File: src/rtl/core/mrcs_pkg.sv
// Shared types and constants for the multi-frame reassembly checksum unit.
// No dependencies; every other file in rtl/core except mrcs_ram imports this package.
package mrcs_pkg;

	localparam int STORE_BYTES = 256;
	localparam int ADDR_W = $clog2(STORE_BYTES);
	localparam int IDX_W = ADDR_W + 1;
	localparam int POS_W = 9;
	localparam int QUEUE_DEPTH = 2;
	localparam int QPTR_W = (QUEUE_DEPTH > 1) ? $clog2(QUEUE_DEPTH) : 1;
	localparam int QCNT_W = $clog2(QUEUE_DEPTH + 1);

	localparam int FRAME_BYTES = 8;
	localparam int FIRST_BYTES = 6;

	localparam logic [1:0] FLAG_MIDDLE = 2'h2;
	localparam logic [1:0] FLAG_LAST = 2'h3;

	localparam logic [1:0] OP_FIRST = 2'd0;
	localparam logic [1:0] OP_MIDDLE = 2'd1;
	localparam logic [1:0] OP_LAST = 2'd2;

	typedef struct packed {
		logic [1:0] op;
		logic [POS_W-1:0] base_pos;
		logic base_ok;
		logic [3:0] nbytes;
		logic [FRAME_BYTES-1:0][7:0] data;
		logic [7:0] got;
	} mrcs_task_t;

	typedef struct packed {
		logic full;
		logic empty;
	} mrcs_qstat_t;

endpackage

File: src/rtl/core/mrcs_ram.sv
// Generic single-write, single-read RAM with a registered read port.
// No dependencies.
module mrcs_ram #(
	parameter int WIDTH = 8,
	parameter int DEPTH = 256
) (
	input logic clk,
	input logic we,
	input logic [$clog2(DEPTH)-1:0] waddr,
	input logic [WIDTH-1:0] wdata,
	input logic re,
	input logic [$clog2(DEPTH)-1:0] raddr,
	output logic [WIDTH-1:0] rdata
);

	logic [WIDTH-1:0] mem_q [DEPTH];
	logic [WIDTH-1:0] rdata_q;

	always_ff @(posedge clk) begin
		if (we) begin
			mem_q[waddr] <= wdata;
		end
		if (re) begin
			rdata_q <= mem_q[raddr];
		end
	end

	assign rdata = rdata_q;

endmodule

File: src/rtl/core/mrcs_front.sv
// Front end: accepts frames, decodes their position code and builds a work entry.
// Depends on mrcs_pkg.
module mrcs_front
	import mrcs_pkg::*;
(
	input logic in_valid,
	output logic in_stall,
	input logic [1:0] frame_flag,
	input logic [5:0] frame_count,
	input logic [3:0] data_length,
	input logic [FRAME_BYTES-1:0][7:0] data,
	input mrcs_qstat_t q_stat,
	input logic clearing,
	output logic q_push,
	output mrcs_task_t q_entry
);

	logic [3:0] dlc_c;
	logic [2:0] got_idx;
	logic keep;

	always_comb begin
		dlc_c = (data_length > 4'(FRAME_BYTES)) ? 4'(FRAME_BYTES) : data_length;
		got_idx = 3'(dlc_c - 4'd1);
		keep = 1'b0;
		q_entry.data = data;
		q_entry.got = data[got_idx];
		q_entry.base_pos = {6'(frame_count - 6'd1), 3'd0};
		q_entry.base_ok = (frame_count != 6'd0);
		q_entry.op = OP_MIDDLE;
		q_entry.nbytes = 4'(FRAME_BYTES);
		unique case (frame_flag)
			FLAG_MIDDLE: begin
				keep = 1'b1;
			end
			FLAG_LAST: begin
				// A last frame without any data byte carries no checksum.
				keep = (dlc_c != 4'd0);
				q_entry.op = OP_LAST;
				q_entry.nbytes = dlc_c - 4'd1;
			end
			default: begin
				keep = (frame_count == 6'd1);
				q_entry.op = OP_FIRST;
				q_entry.nbytes = 4'(FIRST_BYTES);
				q_entry.base_pos = '0;
				q_entry.base_ok = 1'b1;
			end
		endcase
	end

	assign in_stall = clearing || q_stat.full;
	assign q_push = in_valid && !in_stall && keep;

endmodule

File: src/rtl/core/mrcs_queue.sv
// Short FIFO of decoded work entries between the front end and the back end.
// Depends on mrcs_pkg.
module mrcs_queue
	import mrcs_pkg::*;
(
	input logic clk,
	input logic arst_n,
	input logic push,
	input mrcs_task_t push_entry,
	input logic pop,
	output mrcs_task_t head,
	output mrcs_qstat_t stat
);

	mrcs_task_t slot_q [QUEUE_DEPTH];
	logic [QPTR_W-1:0] wptr_q;
	logic [QPTR_W-1:0] rptr_q;
	logic [QCNT_W-1:0] count_q;

	function automatic logic [QPTR_W-1:0] ptr_next(input logic [QPTR_W-1:0] p);
		logic [QPTR_W-1:0] r;
		if (p == QPTR_W'(QUEUE_DEPTH - 1)) begin
			r = '0;
		end else begin
			r = p + 1'b1;
		end
		return r;
	endfunction

	always_ff @(posedge clk) begin
		if (push) begin
			slot_q[wptr_q] <= push_entry;
		end
	end

	always_ff @(posedge clk or negedge arst_n) begin
		if (!arst_n) begin
			wptr_q <= '0;
			rptr_q <= '0;
			count_q <= '0;
		end else begin
			if (push) begin
				wptr_q <= ptr_next(wptr_q);
			end
			if (pop) begin
				rptr_q <= ptr_next(rptr_q);
			end
			if (push && !pop) begin
				count_q <= count_q + 1'b1;
			end else if (pop && !push) begin
				count_q <= count_q - 1'b1;
			end
		end
	end

	assign head = slot_q[rptr_q];
	assign stat.full = (count_q == QCNT_W'(QUEUE_DEPTH));
	assign stat.empty = (count_q == '0);

endmodule

File: src/rtl/core/mrcs_back.sv
// Back end: clears the byte store after reset, writes frame bytes one per cycle
// and sums the message for a last frame. Depends on mrcs_pkg and mrcs_ram.
module mrcs_back
	import mrcs_pkg::*;
(
	input logic clk,
	input logic arst_n,
	input mrcs_task_t head,
	input mrcs_qstat_t q_stat,
	output logic pop,
	output logic clearing,
	output logic out_valid,
	input logic out_stall,
	output logic sum_matches,
	output logic [7:0] computed_sum,
	output logic [7:0] received_sum
);

	localparam logic [1:0] ST_CLEAR = 2'd0;
	localparam logic [1:0] ST_IDLE = 2'd1;
	localparam logic [1:0] ST_WRITE = 2'd2;
	localparam logic [1:0] ST_SUM = 2'd3;

	logic [1:0] state_q;
	mrcs_task_t cur_q;
	logic [3:0] wr_idx_q;
	logic [IDX_W-1:0] idx_q;
	logic [IDX_W-1:0] lim_q;
	logic [7:0] sum_q;
	logic rd_pend_q;
	logic [15:0] len_q;
	logic out_valid_q;
	logic [7:0] out_sum_q;
	logic [7:0] out_got_q;

	logic [POS_W-1:0] pos;
	logic wr_more;
	logic ram_we;
	logic [ADDR_W-1:0] ram_waddr;
	logic [7:0] ram_wdata;
	logic ram_re;
	logic [7:0] ram_rdata;
	logic [7:0] sum_n;
	logic [IDX_W-1:0] lim_n;
	logic finish;

	mrcs_ram #(
		.WIDTH(8),
		.DEPTH(STORE_BYTES)
	) u_store (
		.clk(clk),
		.we(ram_we),
		.waddr(ram_waddr),
		.wdata(ram_wdata),
		.re(ram_re),
		.raddr(idx_q[ADDR_W-1:0]),
		.rdata(ram_rdata)
	);

	always_comb begin
		pos = cur_q.base_pos + POS_W'(wr_idx_q);
		wr_more = (wr_idx_q < cur_q.nbytes);
		// The sum covers (length + 1) mod 256 bytes, never beyond the store.
		sum_n = len_q[7:0] + 8'd1;
		if (32'(sum_n) < STORE_BYTES) begin
			lim_n = IDX_W'(sum_n);
		end else begin
			lim_n = IDX_W'(STORE_BYTES);
		end
		ram_we = 1'b0;
		ram_waddr = ADDR_W'(pos);
		ram_wdata = cur_q.data[wr_idx_q[2:0]];
		if (state_q == ST_CLEAR) begin
			ram_we = 1'b1;
			ram_waddr = idx_q[ADDR_W-1:0];
			ram_wdata = '0;
		end else if (state_q == ST_WRITE) begin
			ram_we = wr_more && cur_q.base_ok && (32'(pos) < STORE_BYTES);
		end
		ram_re = (state_q == ST_SUM) && (idx_q < lim_q);
		finish = (state_q == ST_SUM) && !ram_re && !rd_pend_q
			&& (!out_valid_q || !out_stall);
	end

	assign pop = (state_q == ST_IDLE) && !q_stat.empty;
	assign clearing = (state_q == ST_CLEAR);

	always_ff @(posedge clk) begin
		if (pop) begin
			cur_q <= head;
		end
		if (finish) begin
			out_sum_q <= sum_q;
			out_got_q <= cur_q.got;
		end
	end

	always_ff @(posedge clk or negedge arst_n) begin
		if (!arst_n) begin
			state_q <= ST_CLEAR;
			wr_idx_q <= '0;
			idx_q <= '0;
			lim_q <= '0;
			sum_q <= '0;
			rd_pend_q <= 1'b0;
			len_q <= '0;
			out_valid_q <= 1'b0;
		end else begin
			if (finish) begin
				out_valid_q <= 1'b1;
			end else if (out_valid_q && !out_stall) begin
				out_valid_q <= 1'b0;
			end
			unique case (state_q)
				ST_CLEAR: begin
					if (idx_q == IDX_W'(STORE_BYTES - 1)) begin
						idx_q <= '0;
						state_q <= ST_IDLE;
					end else begin
						idx_q <= idx_q + 1'b1;
					end
				end
				ST_IDLE: begin
					if (pop) begin
						wr_idx_q <= '0;
						if (head.op == OP_FIRST) begin
							len_q <= {head.data[0], head.data[1]};
						end
						state_q <= ST_WRITE;
					end
				end
				ST_WRITE: begin
					if (wr_more) begin
						wr_idx_q <= wr_idx_q + 1'b1;
					end else if (cur_q.op == OP_LAST) begin
						idx_q <= '0;
						lim_q <= lim_n;
						sum_q <= '0;
						rd_pend_q <= 1'b0;
						state_q <= ST_SUM;
					end else begin
						state_q <= ST_IDLE;
					end
				end
				ST_SUM: begin
					if (ram_re) begin
						idx_q <= idx_q + 1'b1;
					end
					rd_pend_q <= ram_re;
					if (rd_pend_q) begin
						sum_q <= sum_q + ram_rdata;
					end
					if (finish) begin
						state_q <= ST_IDLE;
					end
				end
				default: begin
					state_q <= ST_IDLE;
				end
			endcase
		end
	end

	assign out_valid = out_valid_q;
	assign computed_sum = out_sum_q;
	assign received_sum = out_got_q;
	assign sum_matches = (out_sum_q == out_got_q);

`ifndef SYNTHESIS
	a_no_write_in_sum: assert property (@(posedge clk) disable iff (!arst_n)
		(state_q == ST_SUM) |-> !ram_we)
		else $error("store written during checksum pass");
	a_read_pending_from_sum: assert property (@(posedge clk) disable iff (!arst_n)
		rd_pend_q |-> $past(state_q) == ST_SUM)
		else $error("read data pending outside checksum pass");
	a_result_from_sum: assert property (@(posedge clk) disable iff (!arst_n)
		$rose(out_valid_q) |-> $past(state_q) == ST_SUM)
		else $error("result raised outside checksum pass");
	a_idx_within_limit: assert property (@(posedge clk) disable iff (!arst_n)
		(state_q == ST_SUM) |-> (idx_q <= lim_q))
		else $error("checksum index ran past its limit");
`endif

endmodule

File: src/rtl/core/multiframe_reassembly_checksum_unit.sv
// Multi-frame reassembly checksum unit, top level.
// Depends on mrcs_pkg, mrcs_front, mrcs_queue and mrcs_back.
//
// The input channel (in_valid / in_stall) carries one received CAN frame per
// transaction. First frames latch the message length and store bytes 0 to 5,
// middle frames store eight bytes, last frames store their data bytes except
// the final one, which is the received checksum. The output channel
// (out_valid / out_stall) carries one transaction per last frame with a
// nonzero data length: the modulo-256 sum of the first (length + 1) mod 256
// stored bytes, the received byte and a match flag.
// After reset the byte store is cleared one byte per cycle, with in_stall held
// high. A frame then waits in a two-entry queue. The back end takes it from
// the queue, writes its stored bytes one per cycle and, for a last frame, does
// one store read per summed byte (up to 255) and adds each read byte to the
// sum; the single store port paces these steps.
// A finished result waits in the output register while out_stall is high; the
// back end holds the next last frame until that register is free.
module multiframe_reassembly_checksum_unit
	import mrcs_pkg::*;
(
	input logic clk,
	input logic arst_n,
	input logic in_valid,
	output logic in_stall,
	input logic [1:0] frame_flag,
	input logic [5:0] frame_count,
	input logic [3:0] data_length,
	input logic [7:0] byte_0,
	input logic [7:0] byte_1,
	input logic [7:0] byte_2,
	input logic [7:0] byte_3,
	input logic [7:0] byte_4,
	input logic [7:0] byte_5,
	input logic [7:0] byte_6,
	input logic [7:0] byte_7,
	output logic out_valid,
	input logic out_stall,
	output logic sum_matches,
	output logic [7:0] computed_sum,
	output logic [7:0] received_sum
);

	logic [FRAME_BYTES-1:0][7:0] data;
	mrcs_qstat_t q_stat;
	mrcs_task_t q_entry;
	mrcs_task_t q_head;
	logic q_push;
	logic q_pop;
	logic clearing;

	assign data = {byte_7, byte_6, byte_5, byte_4, byte_3, byte_2, byte_1, byte_0};

	mrcs_front u_front (
		.in_valid(in_valid),
		.in_stall(in_stall),
		.frame_flag(frame_flag),
		.frame_count(frame_count),
		.data_length(data_length),
		.data(data),
		.q_stat(q_stat),
		.clearing(clearing),
		.q_push(q_push),
		.q_entry(q_entry)
	);

	mrcs_queue u_queue (
		.clk(clk),
		.arst_n(arst_n),
		.push(q_push),
		.push_entry(q_entry),
		.pop(q_pop),
		.head(q_head),
		.stat(q_stat)
	);

	mrcs_back u_back (
		.clk(clk),
		.arst_n(arst_n),
		.head(q_head),
		.q_stat(q_stat),
		.pop(q_pop),
		.clearing(clearing),
		.out_valid(out_valid),
		.out_stall(out_stall),
		.sum_matches(sum_matches),
		.computed_sum(computed_sum),
		.received_sum(received_sum)
	);

endmodule
File: config.mk
export PLATFORM = sky130hd
export DESIGN_NAME = multiframe_reassembly_checksum_unit
export DESIGN_NICKNAME = d
export VERILOG_FILES = /design/src/rtl/core/mrcs_pkg.sv /design/src/rtl/core/mrcs_ram.sv /design/src/rtl/core/mrcs_front.sv /design/src/rtl/core/mrcs_queue.sv /design/src/rtl/core/mrcs_back.sv /design/src/rtl/core/multiframe_reassembly_checksum_unit.sv
export SDC_FILE = /design/constraint.sdc
export NUM_CORES = 2
export LEC_CHECK = 0
export BUFFER_PORTS_ARGS = -buffer_cell sky130_fd_sc_hd__buf_2
export CELL_PAD_IN_SITES_DETAIL_PLACEMENT = 0
export CELL_PAD_IN_SITES_GLOBAL_PLACEMENT = 1
export CORE_UTILIZATION = 48
export CTS_CLUSTER_SIZE = 12
export DETAILED_ROUTE_END_ITERATION = 12
export PLACE_DENSITY = 0.77
export SLEW_MARGIN = 20
export SYNTH_ARGS = -nofsm -noshare
export SYNTH_HDL_FRONTEND = slang
export SYNTH_SLANG_ARGS = --single-unit
File: constraint.sdc
create_clock -name clk -period 20.3 [get_ports clk]
set_input_delay 0 -clock clk [delete_from_list [all_inputs] [get_ports clk]]
set_output_delay 0 -clock clk [all_outputs]
set_load 0.02 [all_outputs]
* Word-level counts from Yosys, hierarchy flattened
Memory sizes are Yosys's and may differ from the RTL's. A register that Yosys moved wholly into a read port is not among the register bits.
Cells that the tools add are included.
** Storage, ports and cells
- Bits in registers :: 149
- RAM bits :: 2224
- Word-level logic and storage cells :: 148
- Memories kept :: 2
** Operators by class
- Add/subtract/negate cells :: 11
- Order comparisons :: 6
- Eq/ne operators :: 18
- Multiplexer cells :: 44
- Bitwise logic cells :: 1
- Reductions and logical operators :: 40
** Memories
- u_back.u_store.mem_q :: words 256, bits a word 8, rd ports 1, clocked after Yosys merged registers in 1, write ports 1, RTL line mrcs_ram.sv:16 : logic [WIDTH-1:0] mem_q [DEPTH];
- u_queue.slot_q :: words 2, bits a word 88, rd ports 1, clocked after Yosys merged registers in 0, write ports 1, RTL line mrcs_queue.sv:15 : mrcs_task_t slot_q [QUEUE_DEPTH];
** Operator list (number)
- 8-bit two-way mux :: 7
- 8-bit binary-select mux with 3-bit select :: 2
- 9-bit two-way mux :: 4
- 9-bit case mux with 3 select lines :: 1
- 4-bit case mux with 2 select lines :: 2
- 8-bit case mux with 2 select lines :: 1
- 2-bit two-way mux :: 7
- 2-bit equality test (second input constant) :: 6
- 1-bit logical AND :: 12
- 1-bit two-way mux :: 12
- 4-bit two-way mux :: 3
- 3-bit AND reduction :: 4
- 4-bit AND reduction :: 3
- 10-bit two-way mux :: 1
- 2-bit by 1-bit inequality test with 1-bit output (second input constant) :: 5
- 9-bit by 1-bit adder with 9-bit output (second input constant) :: 1
- 9-bit by 4-bit adder with 9-bit output :: 1
- 9-bit by 8-bit equality test with 1-bit output (second input constant) :: 1
- 9-bit by 8-bit < comparator with 1-bit output :: 1
- 9-bit < comparator (second input constant) :: 1
- 8-bit by 1-bit adder with 8-bit output (second input constant) :: 1
- 8-bit adder :: 1
- 8-bit equality test :: 1
- 1-bit logical NOT :: 8
- other kinds (23) :: 34

* Logic depth before layout (Yosys ltp)
- Depth after elaboration :: 9
- Depth in mapped cells :: 13
- Mapped depth without buffers :: 9

* Cells and area by module
Synthesis repeated with hierarchy kept, for this count alone.
** Unflattened totals
- Cells, all modules :: 4698
- Area, all modules :: 94239.1 um^2
** By module, submodules not included
- mrcs_ram :: instances 1, cells each 3733, area an instance 79636.4 um^2
- mrcs_back :: instances 1, cells each 479, area an instance 6688.9 um^2
- mrcs_queue :: instances 1, cells each 290, area an instance 6568.8 um^2
- mrcs_front :: instances 1, cells each 196, area an instance 1345.0 um^2

* Worst setup path before layout
OpenSTA, ideal clock, no wires.
- Kind :: reg-to-reg
- From :: register u_back.wr_idx_q[1]
- To :: memory u_back.u_store.mem_q[0][0], data pin
- Setup time :: 1391 ps
- Arrival time :: 7281 ps
- Path slack :: 11628 ps
- Stages on the path, launching flop included :: 6
- Buffers on the path :: 2
- Period minus slack after synthesis :: 8672 ps
- Path through :: dfrtp_1 > clkbuf_1 > clkbuf_1 > mux4_2 > mux2i_1 > nor2_1
** On the way
- Cells in the longest elaborated chain, start to end :: 3
** RTL lines
- start, declared :: RTL line mrcs_back.sv:26 : logic [3:0] wr_idx_q;
- start signal, assigned :: RTL line mrcs_back.sv:134 : wr_idx_q <= wr_idx_q + 1'b1;
- 8-bit binary-select mux with 3-bit select :: RTL line mrcs_back.sv:72 : ram_wdata = cur_q.data[wr_idx_q[2:0]];
- 8-bit two-way mux (not written as such) :: RTL line mrcs_back.sv:72
- 8-bit two-way mux :: RTL line mrcs_back.sv:73 : if (state_q == ST_CLEAR) begin
- named net u_back.ram_wdata[0] :: RTL line mrcs_back.sv:40 : logic [7:0] ram_wdata;
- end, declared :: RTL line mrcs_ram.sv:16
The timed path passes the listed nets, and every way through them passes these cells. The select of a mux whose other input is x is not followed.

* Worst setup path in the final report
- From :: register u_back.idx_q[0]
- To :: register u_back.u_store.rdata_q[4] (netlist: u_back.u_store.rdata[4]), read port of u_back.u_store.mem_q, data pin
** On the way
- Cells in the longest elaborated chain, start to end :: 2
** RTL lines
- start, declared :: RTL line mrcs_back.sv:27 : logic [IDX_W-1:0] idx_q;
- start signal, assigned :: RTL line mrcs_back.sv:120 : idx_q <= idx_q + 1'b1;
- start signal, assigned :: RTL line mrcs_back.sv:147 : idx_q <= idx_q + 1'b1;
- 9-bit by 8-bit < comparator with 1-bit output :: RTL line mrcs_back.sv:80 : ram_re = (state_q == ST_SUM) && (idx_q < lim_q);
- 1-bit logical AND :: RTL line mrcs_back.sv:80
- end, declared :: RTL line mrcs_ram.sv:17 : logic [WIDTH-1:0] rdata_q;
Parallel ways exist; a longest one is shown, timed or not.
A chain may end at the register's enable or synchronous reset.

==> metrics.md <==
| Metric | Value |
|---|---|
| Worst EP arrival | `between 6 and 7 ns` |
| Final Hold Viols | `0` |
| Clock buffer depth | `3` |
| Top FF cell, synth | `edfxtp_1` |
| Met3 WL post-DR | `23800 um` |
| PwrDens | `148 nW/um^2` |
| Crit Reg-Reg Endpoint | `u_back.u_store.rdata[4]$_DFFE_PP_` |
| Outcome | `finished clean` |
| CTS sink cnt | `between 2k and 2.5k` |
| Worst path most repeated cell | `buf_4` |
| GP Congestion | `~0.84` |
| Num CTS Buffers | `around 230` |
| CTS clk-pin slew, worst paths | `approximately 0.060 ns` |
| Number of global-route vias before repair | `around 47k` |
| Req. time, crit path | `20.90 ns` |
| Fin crit period | `~6.3 ns` |
| Post-route insts no fill | `7448` |
| Relative slew slack | `0.189` |
| Placed Instances | `6923` |
| Most frequent cells in the layout | `edfxtp_1 (2327), mux4_2 (512), nor2_1 (307)` |
| Nets | `4897` |
| Clock Latency Late Sink | `just under 0.9 ns` |
| Delay-heaviest family, CP | `buffers and inverters` |
| Critical Path, Cell by Cell | `buf_12, buf_4, buf_4, mux4_1, mux4_2, a22oi_1, nand2_1, nor4_1, buf_4, nor4_1` |
| Post-DP HPWL | `between 100000 and 150000 um` |
| Worst R2R Start | `u_back.idx_q[0]$_DFFE_PN0P_` |
| Crit-path max FO | `101` |
| Synth warnings | `0` |
| Synth top area cells | `edfxtp_1 (75%), mux4_2 (12%), mux2_2 (1.4%), nor2_1 (1.3%), mux4_1 (1.3%)` |
| Post-CTS Setup Repair Bufs | `0` |
| Routed WL per cell | `between 30 and 40 um` |
| Synth Register Bits | `2372` |
| Yosys top cell area share | `0.746` |
| LEAKAGE | `around 33 nW` |
| Cell area after layout | `roughly 100000 sq um` |
| Unrepaired setup endpoints after global routing | `no` |
| Crit path largest cell delay | `1.09 ns` |
| Synth Cell Area | `between 90000 and 100000 sq um` |
| Top Metal Used | `met5` |
| IO Count | `slightly below 100` |
| Worst hold-check path type | `in2reg` |
| Die ar. | `197000 sq um` |
| Gr ovfl total | `0` |
| Largest net degree at the start of global routing | `approximately 260` |
| Rows | `161` |
| Max frequency | `around 160 MHz` |
| Via density | `6.27` |
| Post-synth EDFFs | `2327` |
| Global Route Usage Sum | `0.237` |
| Routed via count | `around 47k` |
| PortBufs | `98` |
| CP Class | `reg2reg` |
| Core Util, Final | `0.543` |
| Commonest non-fill, non-tap cell in the layout | `edfxtp_1` |
| Met1 Routed Length | `about 90000 um` |
| Leading area contributor after synthesis | `edfxtp_1` |
| CP Launch Point | `u_back.idx_q[0]$_DFFE_PN0P_` |
| WL met2 | `111000 um` |
| Synth async-reset ratio | `0.0190` |
| CTS tree | `done` |
| Starting density of the core | `0.485` |
| Area growth, synth to finish | `12.1%` |
| VDD IR max | `roughly 180 uV` |
| Distinct cell type count after synthesis | `between 70 and 80` |
| ANT nets after route | `0` |
| Setup violators final | `0` |
| DP Area | `between 90000 and 100000 sq um` |
| Iter 0 DRT Violations | `about 6.4k` |
| Number of antenna violations at the first check in global routing | `16` |
| DIE WIDTH | `444 um` |
| Hold depth | `3` |
| DR pass1 iterations | `6` |
| Seq/Total Area, Yosys | `0.758` |
| First-pass GRT wire length | `335000 um` |
| Reg2reg path depth | `10` |
| Root Driver | `clkbuf_16` |
| Area of the core | `between 150000 and 200000 sq um` |
| Worst path slowest cell | `dfrtp_4` |
| Slew @ Worst Pin | `about 1.2 ns` |
| Crit. End Element | `register` |
| Final slew viol count | `0` |
| # DRC | `0` |
| Synthesized area per cell | `approximately 21 sq um` |
| Hold_sp | `frame_count[0]` |
| Worst Hold Path EP | `u_queue.slot_q[1][80]$_DFFE_PP_` |
| Design Power | `15.5 mW` |
| Share of post-route cells with drive strength above 1 | `0.232` |
| Total Routed Length | `around 230000 um` |
| Post-Synthesis Cells | `about 4.5k` |
| Max-cap violations | `0` |
| CP Launch Type | `register` |
| Fin crit share | `0.308` |
| CTS resizes | `0` |
| Die height | `approximately 440 um` |
| Syn Nets | `4565` |
| Reg-to-reg slack, setup | `approximately 14 ns` |
| H-tree levels | `4` |
| Buffers & Inverters on Critical Path | `4` |
| Setup TNS Final | `0 ns` |
| Clock skew | `approximately 0.068 ns` |
-- how the worst max path moves through the flow --
stage / slack (ns) / endpoint / depth (start not counted)
final: 14.05 / u_back.u_store.rdata[4]$_DFFE_PP_ / 10
after global routing: 13.58 / u_back.u_store.rdata[4]$_DFFE_PP_ / 10
after CTS: 13.89 / u_back.u_store.rdata[4]$_DFFE_PP_ / 10
after detailed placement: 13.91 / u_back.u_store.rdata[4]$_DFFE_PP_ / 10
after global placement: 13.95 / u_back.u_store.rdata[4]$_DFFE_PP_ / 10
after floorplan: 11.63 / u_back.u_store.mem_q[0][0]$_DFFE_PP_ / 5
-- synth_stat cells, types with 15 or more instances --
master       n
edfxtp_1  2327
mux4_2     512
nor2_1     325
nand2_1    135
mux2i_1    119
mux2_2     114
clkbuf_1    83
a21oi_1     59
buf_2       53
a22oi_1     51
mux4_1      46
dfrtp_1     45
o21ai_0     42
buf_6       38
o22ai_1     38
inv_1       35
ha_1        33
nand3_1     27
a211oi_1    26
buf_4       26
nor2b_1     26
xnor2_1     22
buf_1       18
buf_8       18
nor3_1      18
a22o_1      16
and2_1      15
-- kinds of logic after synthesis --
group / count (synthesis) / share of synthesized area
flops: 2372 / 0.758
fa+ha+maj: 34 / 0.00462
buf+inv: 284 / 0.0197
compound gates: 327 / 0.0240
simple gates: 610 / 0.0281
xor+xnor: 33 / 0.00309
mux: 791 / 0.162
-- metrics by stage --
step	setup slack [ns]	hold slack [ns]
final	14.05	0.0823
after global routing	13.58	0.0547
after CTS	13.89	0.0130
after detailed placement	13.91	0.171
after global placement	13.95	0.162
after floorplan	11.63	-0.296
-- cell type report --
cell class,count,area [sq um]
Multi-Input combinational cell,1795,21000
Timing Repair Buffer,348,2930
Clock buffer,311,6120
Antenna cell,7,17.5
Clock inverter,52,602
Tap cell,2526,3160
Fill cell,14200,88200
Inverter,37,140
Sequential cell,2372,71000
-- tightest hold or removal path, cell delays in order --
cell,delay [ns]
dlygate4sd3_1,0.53
buf_2,0.15
nor2b_1,0.07
-- flip-flops by register name, indices dropped and copies added, names as in the netlist --
signal / cells
u_back.wr_idx_q: 4
u_queue.wptr_q: 1
u_queue.rptr_q: 1
u_back.out_valid: 1
u_back.state_q: 2
u_back.sum_q: 8
u_back.len_q: 8
u_back.rd_pend_q: 1
u_back.received_sum: 8
u_back.u_store.rdata: 8
u_back.lim_q: 8
u_back.idx_q: 9
u_back.computed_sum: 8
u_back.u_store.mem_q: 2048
u_queue.count_q: 2
u_queue.slot_q: 170
u_back.cur_q: 85
-- per-layer routing --
metal	up-vias	global-route usage
li1	19100	-
met5	-	0
met1	24600	0.330
met2	2599	0.368
met4	16	0.0883
met3	462	0.0534
-- what timing repair did --
item,in CTS,in global routing
hold buffers,152,0
endpoints found under the setup margin,0,0
endpoints found under the hold margin,243,0
-- report_power, final --
| part | switching [mW] | internal (mW) | leakage (nW) |
|---|---|---|---|
| combinational | 3.13 | 1.61 | 8.11 |
| sequential | 0.194 | 6.64 | 21.7 |
| clock | 1.78 | 2.15 | 3.23 |
Note: power is estimated with default switching activity, not from simulation.
